$ cat config.mk
export PLATFORM = sky130hd
export DESIGN_NAME = frequency_to_note_quantizer
export DESIGN_NICKNAME = d
export VERILOG_FILES = /design/src/rtl/fnq_pkg.sv /design/src/rtl/fnq_calc.sv /design/src/rtl/frequency_to_note_quantizer.sv
export SDC_FILE = /design/constraint.sdc
export NUM_CORES = 1
export LEC_CHECK = 0
export ABC_AREA = 1
export BUFFER_PORTS_ARGS = -buffer_cell sky130_fd_sc_hd__buf_4
export CAP_MARGIN = 10
export CORE_MARGIN = 3
export CORE_UTILIZATION = 34
export CTS_CLUSTER_SIZE = 30
export DETAILED_ROUTE_END_ITERATION = 8
export GPL_TIMING_DRIVEN = 1
export PLACE_DENSITY_LB_ADDON = 0.3
export SYNTH_ARGS = -nofsm -noshare
export SYNTH_HDL_FRONTEND = slang
export SYNTH_SLANG_ARGS = --single-unit
export TNS_END_PERCENT = 50
$ cat constraint.sdc
create_clock -name clk -period 5.6 [get_ports clk]
set_clock_uncertainty 0.2 [all_clocks]
set_input_delay 0.28 -clock clk [delete_from_list [all_inputs] [get_ports clk]]
set_output_delay 0.28 -clock clk [all_outputs]
set_load 0.01 [all_outputs]
$ cat src/rtl/fnq_pkg.sv
`timescale 1ns / 1ps

package fnq_pkg;

    localparam int unsigned FREQ_W    = 16;
    localparam int unsigned STATUS_W  = 2;
    localparam int unsigned NOTE_W    = 3;
    localparam int unsigned OCTAVE_W  = 3;
    localparam int unsigned SNAP_W    = 12;
    localparam int unsigned NOTES     = 7;

    localparam logic [FREQ_W-1:0]   BASE_FREQ  = 16'd4186;
    localparam logic [OCTAVE_W-1:0] TOP_OCTAVE = 3'd7;

    typedef enum logic [STATUS_W-1:0] {
        ST_IN_RANGE = 2'd0,
        ST_TOO_LOW  = 2'd1,
        ST_TOO_HIGH = 2'd2
    } status_t;

    typedef struct packed {
        status_t               status;
        logic [NOTE_W-1:0]     note;
        logic [OCTAVE_W-1:0]   octave;
        logic [SNAP_W-1:0]     snapped;
    } result_t;

    function automatic logic [FREQ_W-1:0] note_freq(input logic [NOTE_W-1:0] idx);
        logic [FREQ_W-1:0] val;
        case (idx)
            3'd0:    val = 16'd4186;
            3'd1:    val = 16'd4699;
            3'd2:    val = 16'd5274;
            3'd3:    val = 16'd5588;
            3'd4:    val = 16'd6272;
            3'd5:    val = 16'd7040;
            3'd6:    val = 16'd7902;
            default: val = 16'd0;
        endcase
        return val;
    endfunction

endpackage

$ cat src/rtl/fnq_calc.sv
`timescale 1ns / 1ps

module fnq_calc
(
    input  logic [fnq_pkg::FREQ_W-1:0] freq,
    output fnq_pkg::result_t           result
);

    logic [fnq_pkg::FREQ_W-1:0]   f;
    logic [fnq_pkg::FREQ_W-1:0]   v;
    logic [1:0]                   shift;
    logic                         too_high;
    logic                         too_low;
    logic [fnq_pkg::NOTE_W-1:0]   note;
    logic [fnq_pkg::FREQ_W-1:0]   table_freq;

    assign f        = freq + fnq_pkg::FREQ_W'(1);
    assign too_high = (f == '0) || (f >= fnq_pkg::BASE_FREQ);

    always_comb
    begin
        too_low = 1'b0;
        if ((f << 1) >= fnq_pkg::BASE_FREQ)
        begin
            shift = 2'd1;
        end
        else if ((f << 2) >= fnq_pkg::BASE_FREQ)
        begin
            shift = 2'd2;
        end
        else if ((f << 3) >= fnq_pkg::BASE_FREQ)
        begin
            shift = 2'd3;
        end
        else
        begin
            shift   = 2'd3;
            too_low = 1'b1;
        end
    end

    assign v = f << shift;

    always_comb
    begin
        note = '0;
        for (int k = 1; k < fnq_pkg::NOTES; k++)
        begin
            if (v > fnq_pkg::note_freq(fnq_pkg::NOTE_W'(k)))
            begin
                note = note + fnq_pkg::NOTE_W'(1);
            end
        end
    end

    assign table_freq = fnq_pkg::note_freq(note) >> shift;

    always_comb
    begin
        result = '0;
        if (too_high)
        begin
            result.status = fnq_pkg::ST_TOO_HIGH;
        end
        else if (too_low)
        begin
            result.status = fnq_pkg::ST_TOO_LOW;
        end
        else
        begin
            result.status  = fnq_pkg::ST_IN_RANGE;
            result.note    = note;
            result.octave  = fnq_pkg::TOP_OCTAVE - fnq_pkg::OCTAVE_W'(shift);
            result.snapped = table_freq[fnq_pkg::SNAP_W-1:0];
        end
    end

endmodule

$ cat src/rtl/frequency_to_note_quantizer.sv
`timescale 1ns / 1ps

// Frequency to note quantizer.
// Input channel: freq_in with in_valid / in_stall. A beat moves at a rising
// edge with in_valid high and in_stall low.
// Output channel: range_status, note_index, octave_number, snapped_freq with
// out_valid / out_stall, same rule. One result beat per input beat, in order.
// Pipeline: an input register holds the accepted frequency; the quantizing
// logic sits between it and the result register. A result moves from the input
// register into the result register, which drives the output; while out_stall
// holds a full result register, the next result waits in the input register.
// Throughput: one beat per cycle while out_stall is low, set by the single
// pass through the threshold compares between the two registers.
// Stall: the result register holds while out_stall is high; the input
// register still takes a beat if it is empty, so in_stall rises only when
// both registers are full and the output is stalled.
// Reset: rst_n clears both valid flags; the block is empty and ready.
module frequency_to_note_quantizer
(
    input  logic                          clk,
    input  logic                          rst_n,
    input  logic                          in_valid,
    output logic                          in_stall,
    input  logic [fnq_pkg::FREQ_W-1:0]    freq_in,
    output logic                          out_valid,
    input  logic                          out_stall,
    output logic [fnq_pkg::STATUS_W-1:0]  range_status,
    output logic [fnq_pkg::NOTE_W-1:0]    note_index,
    output logic [fnq_pkg::OCTAVE_W-1:0]  octave_number,
    output logic [fnq_pkg::SNAP_W-1:0]    snapped_freq
);

    logic                         in_valid_reg;
    logic [fnq_pkg::FREQ_W-1:0]   freq_reg;
    logic                         res_valid_reg;
    fnq_pkg::result_t             res_reg;
    fnq_pkg::result_t             res_next;
    logic                         res_load;
    logic                         in_load;

    fnq_calc u_calc
    (
        .freq   (freq_reg),
        .result (res_next)
    );

    assign res_load = in_valid_reg && (!res_valid_reg || !out_stall);
    assign in_stall = in_valid_reg && !res_load;
    assign in_load  = in_valid && !in_stall;

    always_ff @(posedge clk or negedge rst_n)
    begin
        if (!rst_n)
        begin
            in_valid_reg  <= 1'b0;
            res_valid_reg <= 1'b0;
        end
        else
        begin
            if (in_load)
            begin
                in_valid_reg <= 1'b1;
            end
            else if (res_load)
            begin
                in_valid_reg <= 1'b0;
            end
            if (res_load)
            begin
                res_valid_reg <= 1'b1;
            end
            else if (!out_stall)
            begin
                res_valid_reg <= 1'b0;
            end
        end
    end

    always_ff @(posedge clk)
    begin
        if (in_load)
        begin
            freq_reg <= freq_in;
        end
        if (res_load)
        begin
            res_reg <= res_next;
        end
    end

    assign out_valid     = res_valid_reg;
    assign range_status  = res_reg.status;
    assign note_index    = res_reg.note;
    assign octave_number = res_reg.octave;
    assign snapped_freq  = res_reg.snapped;

`ifndef ASSERT_OFF
    a_accept_fills: assert property (@(posedge clk) disable iff (!rst_n)
        in_valid && !in_stall |=> in_valid_reg)
        else $error("accepted beat not held in input register");

    a_stall_holds_result: assert property (@(posedge clk) disable iff (!rst_n)
        res_valid_reg && out_stall |=> res_valid_reg && $stable(res_reg))
        else $error("stalled result changed or dropped");

    a_stall_only_full: assert property (@(posedge clk) disable iff (!rst_n)
        in_stall |-> in_valid_reg && res_valid_reg && out_stall)
        else $error("input stalled while pipeline has room");

    a_out_of_range_zero: assert property (@(posedge clk) disable iff (!rst_n)
        res_valid_reg && res_reg.status != fnq_pkg::ST_IN_RANGE
        |-> res_reg.note == '0 && res_reg.octave == '0 && res_reg.snapped == '0)
        else $error("out-of-range result carries nonzero fields");

    a_octave_span: assert property (@(posedge clk) disable iff (!rst_n)
        res_valid_reg && res_reg.status == fnq_pkg::ST_IN_RANGE
        |-> res_reg.octave >= 3'd4 && res_reg.octave <= 3'd6)
        else $error("in-range octave outside 4 to 6");
`endif

endmodule
==> run_results.csv <==
group,metric,value,unit
pwr,p_leak,0.002520,uW
logic_synthesis,synth.avg_cell_area,6.916,um^2
layout,antenna_cells,0,
hold_path,whs_path_depth,3,
pwr,power_density,231.1,nW/um^2
global_route,grt_pass1_vias,3519,
pwr,ir_drop,0.1342,mV
floorplanning,dieArea,11140,um^2
pwr,internal_power,730.7,uW
global_route,grt_first_pass_wirelength,14950,um
floorplanning,coreArea,9415,um^2
global_route,grtUsageTotal,0.1599,
timing,hold_viol,0,
routing,first_pass_iters,5,
routing,vias,3734,
routing,drc_errors,0,
run,cap_violations,0,
routing,ant_nets,0,
timing,fmax,182.5,MHz
routing,first_iter_violations,176,
logic_synthesis,syn_area,3368,um^2
logic_synthesis,synthCells,487,
clocking,cts-buffers-inserted,5,
logic_synthesis,synth_cell_types,39,
setup_path,cp_max_fo,6,
floorplanning,row_count,35,
clocking,clk_path_buf_depth,2,
setup_path,ff2ff_setup_slack,120,ps
floorplanning,start_util,0.3577,
setup_path,worstSetupPathType,"register to register",
setup_path,slowest_stage,"edfxtp_1",
floorplanning,fp.dieW,105.5,um
clocking,cts_tree,"built",
timing,period_minus_slack,5480,ps
timing,final.period_utilization,0.9786,
clocking,clk_latency,300,ps
layout,seqCellArea,1131,um^2
logic_synthesis,synth_fp_nets,516,
routing,wl_per_cell,12.58,um
clocking,htree_num_levels,2,
placed_design,port_buffers,41,
layout,final_cell_mix,"buf_4, nand2_1, inv_1, nand2_2, nand3_1",
setup_path,r2r_cells,38,
timing,setup_viol,0,
global_route,grt_max_degree,21,
layout,largest_reg_flops,16,
layout,final_common_cell,"buf_4",
clocking,clk_pin_slew,80,ps
timing,max_slew_margin,0.2806,
global_route,antenna_found_initial,0,
floorplanning,io_pins,42,
pwr,power.switching,514.1,uW
timing,tightest_slew,1079,ps
logic_synthesis,yosysSeqAreaShare,0.3358,
placed_design,placed_cells,721,
timing,slew_violations,0,
pwr,power_frac_comb,0.550,
pwr,total_power,1245,uW
pwr,p_seq_frac,0.286,
clocking,clockRootBuffer,"clkbuf_8",
setup_path,crit_required,5470,ps
routing,wirelength,9715,um
routing,vias_per_cell,4.837,
placed_design,gp_congestion,0.9359,
layout,n_fill_cell,812,
status,status,"finished clean",
setup_path,cpMostUsedCell,"nand2_4",
logic_synthesis,ys_warn_count,0,
layout,multiInputGateArea,2501,um^2
setup_path,start_kind,"register",
layout,drive_gt1_frac,0.4697,
clocking,clock_sinks,38,
global_route,overflow,0,
pwr,switching_share,0.4130,
hold_path,hp-class,"input pin to register",
logic_synthesis,synth.ff_latch_count,38,
layout,syn2layout_area_growth,59.92,%
layout,final_cells,772,
pwr,pwr-share-clk,0.164,
placed_design,dp_hpwl,6818,um
floorplanning,die_y,105.5,um
layout,fin_nets,671,
setup_path,end_kind,"register",
setup_path,cpPeakStageDelay,490,ps
setup_path,cp.arrival,5350,ps
==> cell families after synthesis <==
group / count (synthesis) / share of synthesized area
xor+xnor: 5 / 0.01523
simple gates: 334 / 0.4651
buf+inv: 72 / 0.08729
fa+ha+maj: 9 / 0.03343
flops: 38 / 0.3358
compound gates: 29 / 0.06315
==> metal layers <==
| layer | track usage | up-vias | routed length (um) |
|---|---|---|---|
| li1 | - | 1909 | - |
| met1 | 0.1807 | 1722 | 3844 |
| met2 | 0.3028 | 84 | 5247 |
| met3 | 0.03062 | 19 | 387 |
| met4 | 0.04533 | 0 | 236 |
| met5 | 0 | - | 0 |
==> final cells by class <==
| cell class | count | area share |
|---|---|---|
| Tap cell | 129 | 0.02997 |
| Timing Repair Buffer | 152 | 0.2274 |
| Sequential cell | 38 | 0.2100 |
| Clock inverter | 2 | 0.002323 |
| Multi-Input combinational cell | 378 | 0.4643 |
| Inverter | 67 | 0.05064 |
| Clock buffer | 6 | 0.01533 |
==> per-stage QoR <==
stage	setup WS, ps	cell area, um^2	setup TNS (ps)	util	hold WS, ps
after floorplan	17.09	3376	0	-	-215.6
after global placement	-136.1	4324	-1202	0.4593	-136.3
after detailed placement	-286.4	4324	-3006	0.4593	-135.4
after CTS	0.8322	4820	0	0.5119	4.864
after global routing	-138.5	5386	-978.6	0.5721	21.54
final	120.0	5386	0	0.5721	1.410
==> power groups by stage <==
stage | clock network [uW] | logic, uW | registers (uW)
after floorplan | 0 | 295 | 369
after global placement | 0 | 477 | 361
after detailed placement | 0 | 488 | 362
after CTS | 205 | 522 | 356
after global routing | 221 | 746 | 359
final | 204 | 685 | 356
==> critical path, delay by kind of cell (launching register included) <==
family | cells | cell delay [ps]
buffers and inverters | 5 | 390
and+or+nand+nor | 23 | 2100
adders and majority gates | 4 | 910
DFF | 1 | 490
xor gates and xnor gates | 2 | 460
AOI/OAI and AO/OA | 4 | 670
==> cells in the mapped netlist (all sizes together) <==
master / count / area, um^2
nand3: 70 / 380.4
clkinv: 3 / 11.26
nand3b: 6 / 48.80
xor2: 2 / 25.03
or2: 2 / 12.52
a21oi: 10 / 76.32
o2111ai: 2 / 17.52
inv: 64 / 240.2
a221oi: 1 / 8.760
nand4: 12 / 75.07
dfrtp: 2 / 50.05
o211ai: 2 / 28.78
nor4: 2 / 12.51
xnor2: 3 / 26.28
and3: 1 / 6.260
nor3: 5 / 25.02
o21ai: 13 / 72.57
a311oi: 1 / 8.760
nand2: 179 / 757.0
edfxtp: 36 / 1081
ha: 9 / 112.6
buf: 5 / 42.53
nor2: 57 / 249.0
==> final timing paths <==
check / start / endpoint
min in group asynchronous: rst_n / in_valid_reg
setup reg to reg: freq_reg[2] / snapped_freq[9]
hold reg to reg: in_valid_reg / out_valid
max in group asynchronous: rst_n / out_valid
hold / removal: in_valid / in_valid_reg
setup / recovery: freq_reg[2] / snapped_freq[9]
==> timing repair <==
action	4_1_cts	5_1_grt
gates resized for setup	36	111
endpoints found under the hold margin	18	0
setup endpoints to repair	13	14
hold buffers	17	0
setup buffers	9	16
pin swaps	15	55
cloned	0	1
(Power assumes the default switching activity.)
